[config.mk]
export PLATFORM = sky130hd
export DESIGN_NAME = delimiter_tokenizer_unit
export DESIGN_NICKNAME = d
export VERILOG_FILES = /design/src/rtl/dtok_pkg.sv /design/src/rtl/dtok_front.sv /design/src/rtl/dtok_queue.sv /design/src/rtl/dtok_back.sv /design/src/rtl/delimiter_tokenizer_unit.sv
export SDC_FILE = /design/constraint.sdc
export NUM_CORES = 1
export LEC_CHECK = 0
export BUFFER_PORTS_ARGS = -buffer_cell sky130_fd_sc_hd__buf_2
export CORE_UTILIZATION = 45
export CTS_CLUSTER_SIZE = 12
export DETAILED_ROUTE_END_ITERATION = 8
export GPL_ROUTABILITY_DRIVEN = 1
export PLACE_DENSITY = 0.66
export SLEW_MARGIN = 30
export SYNTH_ARGS = -nofsm -noshare
export SYNTH_HDL_FRONTEND = slang
export SYNTH_SLANG_ARGS = --single-unit
export TNS_END_PERCENT = 30
[constraint.sdc]
create_clock -name clk -period 2.1 [get_ports clk]
set_input_delay 0.21 -clock clk [delete_from_list [all_inputs] [get_ports clk]]
set_output_delay 0.21 -clock clk [all_outputs]
set_load 0.1 [all_outputs]
[src/rtl/dtok_pkg.sv]
`timescale 1ns / 1ps
// Shared types and character codes for the delimiter tokenizer.
// No dependencies.
package dtok_pkg;

  localparam logic [7:0] CH_NUL     = 8'h00;
  localparam logic [7:0] CH_LF      = 8'h0A;
  localparam logic [7:0] CH_CR      = 8'h0D;
  localparam logic [7:0] CH_COMMA   = 8'h2C;
  localparam logic [7:0] CH_COLON   = 8'h3A;
  localparam logic [7:0] CH_SEMI    = 8'h3B;
  localparam logic [7:0] CH_LBRACK  = 8'h5B;
  localparam logic [7:0] CH_RBRACK  = 8'h5D;
  localparam logic [7:0] CH_NO_DATA = 8'hFF;

  localparam int QDEPTH = 2;
  localparam int QPW    = $clog2(QDEPTH);

  // flush = 0: append ch to the store
  // flush = 1: flush store, then emit ch as its own token if emit is set
  typedef struct packed {
    logic       flush;
    logic       emit;
    logic [7:0] ch;
  } cmd_t;

endpackage

[src/rtl/dtok_front.sv]
`timescale 1ns / 1ps
// Front end: configuration register and byte classification into commands.
// Depends on dtok_pkg.
module dtok_front import dtok_pkg::*; (
  input  logic       clk,
  input  logic       rst,
  input  logic       cfg_valid,
  output logic       cfg_ready,
  input  logic       cfg_data,
  input  logic       in_valid,
  output logic       in_ready,
  input  logic [7:0] in_char,
  output logic       push_valid,
  input  logic       push_ready,
  output cmd_t       push_cmd
);

  logic       return_comma;
  logic [7:0] c;
  logic       is_delim;

  assign cfg_ready = 1'b1;

  always_ff @(posedge clk) begin
    if (rst) begin
      return_comma <= 1'b0;
    end else if (cfg_valid) begin
      return_comma <= cfg_data;
    end
  end

  always_comb begin
    c = (in_char == CH_CR) ? CH_LF : in_char;
    is_delim = (c == CH_LF) || (c == CH_SEMI) || (c == CH_COLON) ||
               (c == CH_COMMA) || (c == CH_RBRACK) || (c == CH_LBRACK);
    push_cmd.flush = is_delim || (c == CH_NUL);
    push_cmd.emit  = is_delim && ((c != CH_COMMA) || return_comma);
    push_cmd.ch    = c;
    push_valid     = in_valid && (in_char != CH_NO_DATA);
    in_ready       = push_ready;
  end

endmodule

[src/rtl/dtok_queue.sv]
`timescale 1ns / 1ps
// Short command queue between the front end and the back end.
// Depends on dtok_pkg.
module dtok_queue import dtok_pkg::*; (
  input  logic clk,
  input  logic rst,
  input  logic push_valid,
  output logic push_ready,
  input  cmd_t push_cmd,
  output logic q_valid,
  input  logic q_ready,
  output cmd_t q_cmd
);

  cmd_t               entries [QDEPTH];
  logic [QPW-1:0]     wr_ptr;
  logic [QPW-1:0]     rd_ptr;
  logic [QPW:0]       count;
  logic               push;
  logic               pop;

  always_comb begin
    push_ready = (count != (QPW+1)'(QDEPTH));
    q_valid    = (count != '0);
    q_cmd      = entries[rd_ptr];
    push       = push_valid && push_ready;
    pop        = q_valid && q_ready;
  end

  always_ff @(posedge clk) begin
    if (push) begin
      entries[wr_ptr] <= push_cmd;
    end
  end

  always_ff @(posedge clk) begin
    if (rst) begin
      wr_ptr <= '0;
      rd_ptr <= '0;
      count  <= '0;
    end else begin
      if (push) begin
        wr_ptr <= (wr_ptr == QPW'(QDEPTH - 1)) ? '0 : wr_ptr + QPW'(1);
      end
      if (pop) begin
        rd_ptr <= (rd_ptr == QPW'(QDEPTH - 1)) ? '0 : rd_ptr + QPW'(1);
      end
      if (push && !pop) begin
        count <= count + (QPW+1)'(1);
      end else if (pop && !push) begin
        count <= count - (QPW+1)'(1);
      end
    end
  end

endmodule

[src/rtl/dtok_back.sv]
`timescale 1ns / 1ps
// Back end: token store, append and flush sequencer, output register.
// Depends on dtok_pkg.
module dtok_back import dtok_pkg::*; #(
  parameter int TOKEN_MAX = 20
) (
  input  logic       clk,
  input  logic       rst,
  input  logic       q_valid,
  output logic       q_ready,
  input  cmd_t       q_cmd,
  output logic       token_valid,
  input  logic       token_ready,
  output logic [7:0] token_char,
  output logic       token_last
);

  localparam int              LW      = $clog2(TOKEN_MAX);
  localparam logic [LW-1:0]   LEN_MAX = LW'(TOKEN_MAX - 1);

  localparam logic [1:0] ST_IDLE  = 2'd0;
  localparam logic [1:0] ST_FLUSH = 2'd1;
  localparam logic [1:0] ST_DELIM = 2'd2;

  logic [7:0]    mem [TOKEN_MAX];
  logic [1:0]    state;
  logic [LW-1:0] length;
  logic [LW-1:0] rd_idx;
  logic [7:0]    rd_data;
  logic          pend_valid;
  logic          pend_last;
  logic          dl_emit;
  logic [7:0]    dl_char;

  logic out_free;
  logic pend_move;
  logic rd_en;
  logic pop;
  logic wr_en;
  logic delim_load;

  always_comb begin
    out_free   = !token_valid || token_ready;
    pend_move  = pend_valid && out_free;
    rd_en      = (state == ST_FLUSH) && (rd_idx < length) && (!pend_valid || pend_move);
    pop        = (state == ST_IDLE) && q_valid;
    wr_en      = pop && !q_cmd.flush && (length < LEN_MAX);
    delim_load = (state == ST_DELIM) && out_free;
    q_ready    = (state == ST_IDLE);
  end

  always_ff @(posedge clk) begin
    if (wr_en) begin
      mem[length] <= q_cmd.ch;
    end
  end

  always_ff @(posedge clk) begin
    if (rd_en) begin
      rd_data   <= mem[rd_idx];
      pend_last <= (rd_idx == length - LW'(1));
    end
  end

  always_ff @(posedge clk) begin
    if (pop && q_cmd.flush) begin
      dl_emit <= q_cmd.emit;
      dl_char <= q_cmd.ch;
    end
    if (pend_move) begin
      token_char <= rd_data;
      token_last <= pend_last;
    end else if (delim_load) begin
      token_char <= dl_char;
      token_last <= 1'b1;
    end
  end

  always_ff @(posedge clk) begin
    if (rst) begin
      state       <= ST_IDLE;
      length      <= '0;
      rd_idx      <= '0;
      pend_valid  <= 1'b0;
      token_valid <= 1'b0;
    end else begin
      if (pend_move || delim_load) begin
        token_valid <= 1'b1;
      end else if (token_ready) begin
        token_valid <= 1'b0;
      end
      unique case (state)
        ST_IDLE: begin
          if (pop) begin
            if (q_cmd.flush) begin
              rd_idx <= '0;
              if (length != '0) begin
                state <= ST_FLUSH;
              end else if (q_cmd.emit) begin
                state <= ST_DELIM;
              end
            end else if (wr_en) begin
              length <= length + LW'(1);
            end
          end
        end
        ST_FLUSH: begin
          if (rd_en) begin
            rd_idx     <= rd_idx + LW'(1);
            pend_valid <= 1'b1;
          end else if (pend_move) begin
            pend_valid <= 1'b0;
          end
          if (pend_move && pend_last) begin
            length <= '0;
            state  <= dl_emit ? ST_DELIM : ST_IDLE;
          end
        end
        ST_DELIM: begin
          if (out_free) begin
            state <= ST_IDLE;
          end
        end
        default: begin
          state <= ST_IDLE;
        end
      endcase
    end
  end

  a_len_bound: assert property (@(posedge clk) disable iff (rst)
    length <= LEN_MAX)
    else $error("token length above store limit");

  a_flush_nonempty: assert property (@(posedge clk) disable iff (rst)
    (state == ST_FLUSH) |-> (length != '0))
    else $error("flush running on empty store");

  a_read_in_range: assert property (@(posedge clk) disable iff (rst)
    rd_en |-> (rd_idx < length))
    else $error("store read beyond token length");

  a_pend_in_flush: assert property (@(posedge clk) disable iff (rst)
    pend_valid |-> (state == ST_FLUSH))
    else $error("read data pending outside flush");

  a_flush_ends_clear: assert property (@(posedge clk) disable iff (rst)
    ((state == ST_FLUSH) && pend_move && pend_last) |=> (length == '0))
    else $error("store not cleared after flush");

endmodule

[src/rtl/delimiter_tokenizer_unit.sv]
`timescale 1ns / 1ps
// Top level of the delimiter tokenizer.
// Depends on dtok_pkg, dtok_front, dtok_queue, dtok_back.
//
// Usage:
//   in_valid/in_ready/in_char carry received bytes. 0xFF is taken and
//   dropped; CR is handled as LF. Ordinary bytes are appended to a token
//   store of TOKEN_MAX-1 characters, extra bytes are discarded.
//   A delimiter (LF ; : , ] [) or NUL flushes the stored token on
//   token_valid/token_ready, one token_char per transaction, token_last
//   on the final one. A delimiter then goes out as its own one-character
//   token; a comma only when return_comma is set.
//   cfg_valid/cfg_ready/cfg_data writes return_comma; cfg_ready is always
//   high. Write it only while the block is idle.
// Timing:
//   Bytes enter a 2-entry command queue; the back end takes one command
//   per cycle when idle, and takes none during a flush or a delimiter
//   token. A flush moves each stored character through the registered
//   store read port into the output register, one per cycle while
//   token_ready is high, then sends any delimiter token. Reset clears
//   the store length, the queue and return_comma. A stall on
//   token_ready holds the output register, the flush stops, and the queue
//   fills and lowers in_ready.
module delimiter_tokenizer_unit import dtok_pkg::*; #(
  parameter int TOKEN_MAX = 20
) (
  input  logic       clk,
  input  logic       rst,
  input  logic       cfg_valid,
  output logic       cfg_ready,
  input  logic       cfg_data,
  input  logic       in_valid,
  output logic       in_ready,
  input  logic [7:0] in_char,
  output logic       token_valid,
  input  logic       token_ready,
  output logic [7:0] token_char,
  output logic       token_last
);

  logic push_valid;
  logic push_ready;
  cmd_t push_cmd;
  logic q_valid;
  logic q_ready;
  cmd_t q_cmd;

  dtok_front u_front (
    .clk        (clk),
    .rst        (rst),
    .cfg_valid  (cfg_valid),
    .cfg_ready  (cfg_ready),
    .cfg_data   (cfg_data),
    .in_valid   (in_valid),
    .in_ready   (in_ready),
    .in_char    (in_char),
    .push_valid (push_valid),
    .push_ready (push_ready),
    .push_cmd   (push_cmd)
  );

  dtok_queue u_queue (
    .clk        (clk),
    .rst        (rst),
    .push_valid (push_valid),
    .push_ready (push_ready),
    .push_cmd   (push_cmd),
    .q_valid    (q_valid),
    .q_ready    (q_ready),
    .q_cmd      (q_cmd)
  );

  dtok_back #(
    .TOKEN_MAX (TOKEN_MAX)
  ) u_back (
    .clk         (clk),
    .rst         (rst),
    .q_valid     (q_valid),
    .q_ready     (q_ready),
    .q_cmd       (q_cmd),
    .token_valid (token_valid),
    .token_ready (token_ready),
    .token_char  (token_char),
    .token_last  (token_last)
  );

endmodule
# After elaboration in Yosys (flattened, before gate mapping)
# Memories as Yosys holds them, arrays and structs flattened. A register that Yosys moved wholly into a read port is not among the register bits.
# Index checks and enable logic that the tools add are counted.
[classes] n_addsub=7 order_cmp=2 n_eq_ne=21 n_mux=36 reduce_logical=42
[op_table] cell="5-bit two-way mux" count=7
[op_table] cell="8-bit by 6-bit == test with 1-bit output (second input constant)" count=3
[op_table] cell="8-bit two-way mux" count=3
[op_table] cell="5-bit one-hot mux with 2 select lines" count=2
[op_table] cell="2-bit two-way mux" count=9
[op_table] cell="8-bit by 4-bit == test with 1-bit output (second input constant)" count=2
[op_table] cell="8-bit by 7-bit == test with 1-bit output (second input constant)" count=2
[op_table] cell="1-bit logical AND" count=14
[op_table] cell="1-bit two-way mux" count=14
[op_table] cell="2-bit nonzero test" count=6
[op_table] cell="5-bit by 1-bit adder with 5-bit output (second input constant)" count=2
[op_table] cell="1-bit logical OR" count=10
[op_table] cell="2-bit by 1-bit != test with 1-bit output (second input constant)" count=5
[op_table] cell="5-bit AND reduction" count=2
[op_table] cell="8-bit logical NOT" count=1
[op_table] cell="8-bit by 6-bit != test with 1-bit output (second input constant)" count=1
[op_table] cell="8-bit != test (second input constant)" count=1
[op_table] cell="2-bit != test (second input constant)" count=3
[op_table] cell="2-bit one-hot mux with 3 select lines" count=1
[op_table] cell="5-bit == test" count=1
[op_table] cell="1-bit logical NOT" count=5
[op_table] cell="5-bit < comparator" count=1
[op_table] cell="5-bit < comparator (second input constant)" count=1
[op_table] cell="5-bit nonzero test" count=1
[op_table] cell="other kinds (10)" count=11
[word_totals] regBits=38 ramBits=180 in_bits=14 out_inout_bits=12 word_cells=124 memories=2
[memory_table] memory="u_back.mem" words=20 word_bits=8 read_ports=1 rd_ports_with_merged_regs=1 wr=1 line="dtok_back.sv:25" text="logic [7:0] mem [TOKEN_MAX];"
[memory_table] memory="u_queue.entries" words=2 word_bits=10 read_ports=1 rd_ports_with_merged_regs=1 wr=1 line="dtok_queue.sv:15" text="cmd_t entries [QDEPTH];"

# Longest topological paths before layout
# Gate-level depths: netlist of run 1.
[logic_depth] word_depth=9 depth_mapped=9 mapped_depth_nobuf=8

# By module
# A second synthesis of run 1 with hierarchy kept.
[hier_totals] hier_cells=584 hier_area_um2=9466.6
[by_module_without_submodules] mod="dtok_back" instances=1 cells_per_inst=488 area_each_um2=8237.9 seq_area_each_um2=5895.7
[by_module_without_submodules] mod="dtok_queue" instances=1 cells_per_inst=55 area_each_um2=940.9 seq_area_each_um2=700.7
[by_module_without_submodules] mod="dtok_front" instances=1 cells_per_inst=41 area_each_um2=287.8 seq_area_each_um2=20.0

# Worst setup path before layout of run 1
# No wires, ideal clock.
[synth_path] path_kind="reg-to-reg" from="reg u_queue.count[0]" to="mem u_queue.entries[0][0] (netlist bit), enable pin" setup_time_ns=0.376 arrival_time_ns=2.066 required_ns=1.724 path_slack_ns=-0.343 stages_incl_launch_ff=4 n_path_buf=0 period_less_slack_ns=2.443 path_cell_list="dfxtp_1 > nand2b_1 > o211ai_1 > nor2_1"
[synth_between] elab_chain_cells=4
[synth_lines] item="start, declared" line="dtok_queue.sv:18" text="logic [QPW:0] count;"
[synth_lines] item="start signal, assigned" line="dtok_queue.sv:49" text="count <= count + (QPW+1)'(1);"
[synth_lines] item="start signal, assigned" line="dtok_queue.sv:51" text="count <= count - (QPW+1)'(1);"
[synth_lines] item="2-bit != test" line="dtok_queue.sv:23" text="push_ready = (count != (QPW+1)'(QDEPTH));"
[synth_lines] item="net in_ready" line="delimiter_tokenizer_unit.sv:33" text="output logic in_ready,"
[synth_lines] item="1-bit logical AND" line="dtok_queue.sv:26" text="push = push_valid && push_ready;"
[synth_lines] item="1-bit two-way mux" line="dtok_queue.sv:31" text="if (push) begin"
[synth_lines] item="1-bit two-way mux (not written as such)" line="dtok_queue.sv:32" text="entries[wr_ptr] <= push_cmd;"
[synth_lines] item="end, declared" line="dtok_queue.sv:15"
# The timed path passes the listed nets, and every way through them passes these cells.

# Worst setup path in the final report of run 1
[layout_path] from="reg u_back.rd_idx[1]" to="reg u_back.rd_data[7], read port of u_back.mem (data pin)"
[layout_between] elab_chain_cells=3
[layout_lines] item="start, declared" line="dtok_back.sv:28" text="logic [LW-1:0] rd_idx;"
[layout_lines] item="start signal, assigned" line="dtok_back.sv:109" text="rd_idx <= rd_idx + LW'(1);"
[layout_lines] item="5-bit < comparator" line="dtok_back.sv:45" text="rd_en = (state == ST_FLUSH) && (rd_idx < length) && (!pend_valid || pend_move);"
[layout_lines] item="1-bit logical AND (2 in a row)" line="dtok_back.sv:45"
[layout_lines] item="end, declared" line="dtok_back.sv:29" text="logic [7:0] rd_data;"
# Parallel ways exist; a longest one is shown, timed or not.
# A chain may end at the register's enable or synchronous reset.

==> results of run 1 <==
metrics by stage:
| step | instance area (µm²) | setup WS, ns | setup TNS, ns | power (mW) | util |
|---|---|---|---|---|---|
| after detailed placement | 10100 | 0.0237 | 0 | 7.75 | 0.497 |
| final | 10900 | 0.0816 | 0 | 11.5 | 0.535 |
| after floorplan | 9370 | -0.117 | -15.41 | 6.98 | - |
| after global placement | 10100 | 0.0624 | 0 | 7.70 | 0.497 |
| after global routing | 10900 | 0.0127 | 0 | 11.9 | 0.535 |
| after CTS | 10800 | 0.0221 | 0 | 11.5 | 0.534 |
Yosys cell counts, types with 11 or more instances:
| library cell | n | area, µm² |
|---|---|---|
| ha_1 | 11 | 138 |
| inv_1 | 14 | 52.6 |
| nand2_1 | 35 | 131 |
| nand3_1 | 17 | 85.1 |
| edfxtp_1 | 207 | 6220 |
| a21oi_1 | 27 | 135 |
| mux2_2 | 18 | 203 |
| o21ai_0 | 20 | 100 |
| a22oi_1 | 16 | 120 |
| nor2_1 | 40 | 150 |
| dfxtp_1 | 20 | 400 |
| clkbuf_1 | 17 | 63.8 |
| buf_2 | 14 | 70.1 |
| mux2i_1 | 66 | 661 |
what timing repair did:
action                                  CTS  global route
resized for setup                         0             8
endpoints found under the hold margin     9             0
setup buffers                             0             0
hold buffers                              6             0
endpoints found under the setup margin    0           158
flip-flops by register name (all words and copies together), names as in the netlist, named ones only:
register	flops
u_queue.wr_ptr	1
u_back.token_last	1
u_back.token_valid	1
u_back.token_char	8
u_back.dl_char	8
u_back.pend_valid	1
u_back.rd_data	8
u_queue.rd_ptr	1
u_back.mem	160
u_back.length	5
u_back.pend_last	1
u_back.state	2
u_back.dl_emit	1
u_queue.entries	20
u_queue.count	2
u_back.rd_idx	5
u_front.return_comma	1
worst reg2reg max path, stage by stage, from the launching register on:
cell and delay [ns]:
dfxtp_4 0.48, buf_12 0.22, mux2i_1 0.29, a22oi_1 0.17
a32oi_1 0.37, o21ai_0 0.20
worst paths after layout:
| check | startpoint | end | slack [ns] | depth (start not counted) |
|---|---|---|---|---|
| min | in_char[5] | u_queue.entries[0][5] | 0.03 | 1 |
| max reg2reg | u_back.rd_idx[1] | u_back.rd_data[7] | 0.08 | 5 |
| max | u_back.rd_idx[1] | u_back.rd_data[7] | 0.08 | 5 |
| min reg2reg | u_queue.rd_ptr | flip-flop | 0.51 | 2 |
cell type report:
type | instances | share of cell area
Sequential cell | 227 | 0.609
Timing Repair Buffer | 78 | 0.0558
Inverter | 14 | 0.00483
Tap cell | 270 | 0.0311
Multi-Input combinational cell | 340 | 0.235
Clock inverter | 6 | 0.00276
Clock buffer | 35 | 0.0610
power breakdown:
group / total, mW / switching (mW) / internal, mW
logic: 1.99 / 1.42 / 0.578
registers: 5.72 / 0.113 / 5.61
clock network: 3.75 / 1.58 / 2.18
total: 11.5 / 3.11 / 8.36
cells by family (layout without fill, tap and decap cells):
group | after synthesis | in the layout | synth area share
flops | 227 | 227 | 0.707
simple gates | 133 | 133 | 0.0677
compound gates | 94 | 94 | 0.0672
mux | 92 | 92 | 0.111
buf+inv | 50 | 133 | 0.0235
fa+ha+maj | 11 | 11 | 0.0147
xor+xnor | 9 | 9 | 0.00842
other cells | 1 | 1 | 0.000400
layer usage:
layer / global-route usage / vias to the layer above
li1: - / 2495
met1: 0.263 / 2733
met2: 0.344 / 175
met3: 0.0231 / 41
met4: 0.0667 / 0
met5: 0 / -
==> reports/metrics.yaml, run 1 <==
outcome: "complete, no violations"
ant_nets: 0
die_h_um: 146
cts-root-buf: "clkbuf_16"
grt_use_total: 0.199
first_global_vias: 5595
dieWidth_um: 146
critPathArrivalTime_ns: 2.24
dr_wl_met2_um: 10500
io_pins: 26
viasPerCell: 5.61
dr.first_iter.drc_count: 509
n_fill_cell: 1649
clk_pin_slew_worst_paths_ns: 0.06
vias: 5444
antenna_found_initial: 0
hp-class: "in2reg"
cts_tree: "yes"
dp_cells: 923
drive_gt1_frac: 0.206
report.final.slew_viol_count: 0
ys_types: 51
ys_warn_count: 0
fin_skew_ns: 0.00759
worst-path-buf-inv: 1
synth_edf_count: 207
cts.path.max_buffers: 3
die-area_um2: 21400
powerDensity_nw_per_um2: 1060
synth_seq_cells: 227
stdcell_count: 970
rows: 52
port-buffer-count: 24
wirelength_um: 21000
cpPeakStageDelay_ns: 0.48
crit_slowest_cell: "dfxtp_4"
worst_pin_slew_ns: 0.821
post-dp-hpwl_um: 13700
gp_congestion: 0.897
area_growth_pct: 16.1
met3_length_um: 960
numClockSinks: 227
routedWlPerCell_um: 21.6
crit_family: "compound AO/OA/AOI/OAI gates"
max_freq_mhz: 495
min_period_ns: 2.02
diodes: 0
worst-path-max-fanout: 18
grt_pass1_wl_um: 32100
maxCapViolations: 0
core_area_um2: 20300
path_cells: "buf_12 -> mux2i_1 -> a22oi_1 -> a32oi_1 -> o21ai_0"
crit_required_ns: 2.32
grt_overflow: 0
drc_errors: 0
hold_ws_ns: 0.0347
synthFlopType: "edfxtp_1"
topRoutingLayerUsed: "met4"
start_util: 0.461
postSynthCellCount: 617
async_flop_share: 0
synth_area_per_cell_um2: 15.2
setup_viol: 0
synth_nets: 642
seq_area_frac_synth: 0.707
end_kind: "flip-flop"
multiInputGateArea_um2: 2560
synth_area_um2: 9360
fin_crit_sh: 0.961
htree_levels: 1
met1Wirelength_um: 8920
grt_max_degree: 37
rsz0062_at_grt: "no"
firstDrtPassIters: 5
p_leak_nw: 3.53
final_nets: 710
critical_path_class: "reg2reg"
vdd_ir_drop_max_mv: 0.502
final_common_cell: "edfxtp_1"
layout_common_cells: "edfxtp_1, mux2i_1, buf_4, nor2_1, nand2_1"
clk_latency_ns: 0.51
cp-start-kind: "flip-flop"
cts_buffers: 24
maxSlewHeadroom: 0.451
final-seq-area_um2: 6620
hold_violations: 0
No activity file was read; power rests on OpenSTA's default activity.
==> run 2, diff against run 1 <==
--- a/config.mk
+++ b/config.mk
@@ -7,6 +7,7 @@
 export LEC_CHECK = 0
 export BUFFER_PORTS_ARGS = -buffer_cell sky130_fd_sc_hd__buf_2
 export CORE_UTILIZATION = 45
+export CTS_BUF_LIST = sky130_fd_sc_hd__clkbuf_2 sky130_fd_sc_hd__clkbuf_4 sky130_fd_sc_hd__clkbuf_8
 export CTS_CLUSTER_SIZE = 12
 export DETAILED_ROUTE_END_ITERATION = 8
 export GPL_ROUTABILITY_DRIVEN = 1
==> reports/metrics.yaml, run 2 (same netlist as run 1, synthesis figures left out) <==
outcome: "complete, no violations"
setup_slack_ns: 0.0913  # +0.00974 ns
vias: 5516  # +1.3%
min_from: "in_char[5]"
tns_ns: 0  # unchanged
max_freq_mhz: 498  # +0.49%
antenna_found_initial: 0  # unchanged
p_leak_nw: 3.56  # +0.85%
diodes: 0  # unchanged
drive_gt1_frac: 0.232  # +0.0267
fin_skew_ns: 0.0133  # +0.00574 ns
dr.first_iter.drc_count: 508  # -0.20%
io_pins: 26  # unchanged
htree_levels: 2  # +1
final_common_cell: "edfxtp_1"
start_util: 0.461  # unchanged
setup_viol: 0  # unchanged
grt_overflow: 0  # unchanged
met3_usage: 0.0341  # +0.0109
use_met2: 0.340  # -0.00333
maxCapViolations: 0  # unchanged
cts_setup_buffers: 0  # unchanged
largest_reg_flops: 160  # unchanged
hp-class: "in2reg"
die-area_um2: 21400  # unchanged
dieWidth_um: 146  # unchanged
post-dp-hpwl_um: 13700  # unchanged
clk_pin_slew_worst_paths_ns: 0.06  # about the same
layout_common_cells: "edfxtp_1, mux2i_1, buf_4, nor2_1, clkbuf_8"
cts-root-buf: "clkbuf_8"
reg.largest.list: "u_back.mem x160, u_queue.entries x20"
drc_errors: 0  # unchanged
power.total_mw: 11.3  # -1.3%
grt_max_degree: 37  # unchanged
numClockSinks: 227  # unchanged
fin_crit_sh: 0.957  # -0.00464
crit_required_ns: 2.36  # +0.04 ns
end_kind: "flip-flop"
routedWlPerCell_um: 21.1  # -2.2%
min_period_ns: 2.01  # -0.00974 ns
cts_tree: "yes"
grt_pass1_wl_um: 31900  # -0.45%
largest_register: "u_back.mem"
cts_buffers: 36  # +50%
wirelength_um: 21000  # +0.13%
viasPerCell: 5.55  # -1.0%
r2r_start: "u_back.length[0]"
pre_cts_slack_ns: 0.0237  # unchanged
core_area_um2: 20300  # unchanged
gp_congestion: 0.897  # unchanged
clk_latency_ns: 0.51  # about the same
vdd_ir_drop_max_mv: 0.453  # -9.7%
worst-path-max-fanout: 5  # -13
cp-start-kind: "flip-flop"
rsz0062_at_grt: "no"
maxSlewHeadroom: 0.462  # +0.0108
cts.path.max_buffers: 3  # unchanged
first_global_vias: 5620  # +0.45%
rows: 52  # unchanged
report.final.slew_viol_count: 0  # unchanged
ant_nets: 0  # unchanged
hold_violations: 0  # unchanged
critical_path_class: "reg2reg"
port-buffer-count: 24  # unchanged
final_nets: 722  # +1.7%
area_growth_pct: 16.1  # about the same
grt_busiest_layer: "met2"
grt_use_total: 0.201  # +0.00136
die_h_um: 146  # unchanged
crit_start: "u_back.length[0]"
powerDensity_nw_per_um2: 1040  # -1.3%
postLayoutCoreUtil: 0.536  # about the same
firstDrtPassIters: 5  # unchanged
use_met1: 0.260  # -0.00300
critPathArrivalTime_ns: 2.27  # +0.03 ns
worst_pin_slew_ns: 0.804  # -0.0162 ns
## run 2: worst max-delay path: stages, from the launching register on
cell and delay, ns:
dfxtp_1 0.40, inv_1 0.11, ha_1 0.23, xor2_1 0.17, o41ai_1 0.25, o21ai_0 0.15, nor4_1 0.46
## run 2: worst paths after layout
| kind | slack [ns] | end | cells past startpoint |
|---|---|---|---|
| hold / removal | 0.03 | u_queue.entries[0][5] | 1 |
| hold reg to reg | 0.50 | u_queue.rd_ptr | 2 |
| setup reg to reg | 0.09 | u_back.pend_last | 6 |
| setup / recovery | 0.09 | u_back.pend_last | 6 |
## run 2: where the power goes
group,internal [mW],total [mW],leakage (nW),switching (mW)
registers,5.61,5.72,2.04,0.112
logic,0.577,1.97,1.15,1.40
clock network,2.02,3.63,0.373,1.61
## run 2: stage by stage
step,cells,hold WS (ns),cell area (µm²)
2_1_floorplan,617,0.357,9370
3_3_place_gp,923,0.452,10100
3_5_place_dp,923,0.478,10100
4_1_cts,993,0.00968,10800
5_1_grt,993,0.0336,10900
6_report,993,0.0340,10900
## run 2: final cells by class
type                    instances  area (µm²)
flip-flops and latches        227        6620
well taps                     270         338
clock inverters                13        78.8
inverters                      14        52.6
clock buffers                  51         621
multi-input cells             340        2550
fillers                      1688        9430
repair buffers                 78         607
## run 2: repair_timing
action / in CTS / in global routing
hold buffers: 6 / 0
resized for setup: 0 / 8
setup endpoints to repair: 0 / 155
endpoints found under the hold margin: 9 / 0
## run 2: routing by layer
layer  vias up  routed length (µm)
li1       2530                   -
met1      2738                8620
met2       206               10600
met3        42                1300
met4         0                 483
met5         -                   0
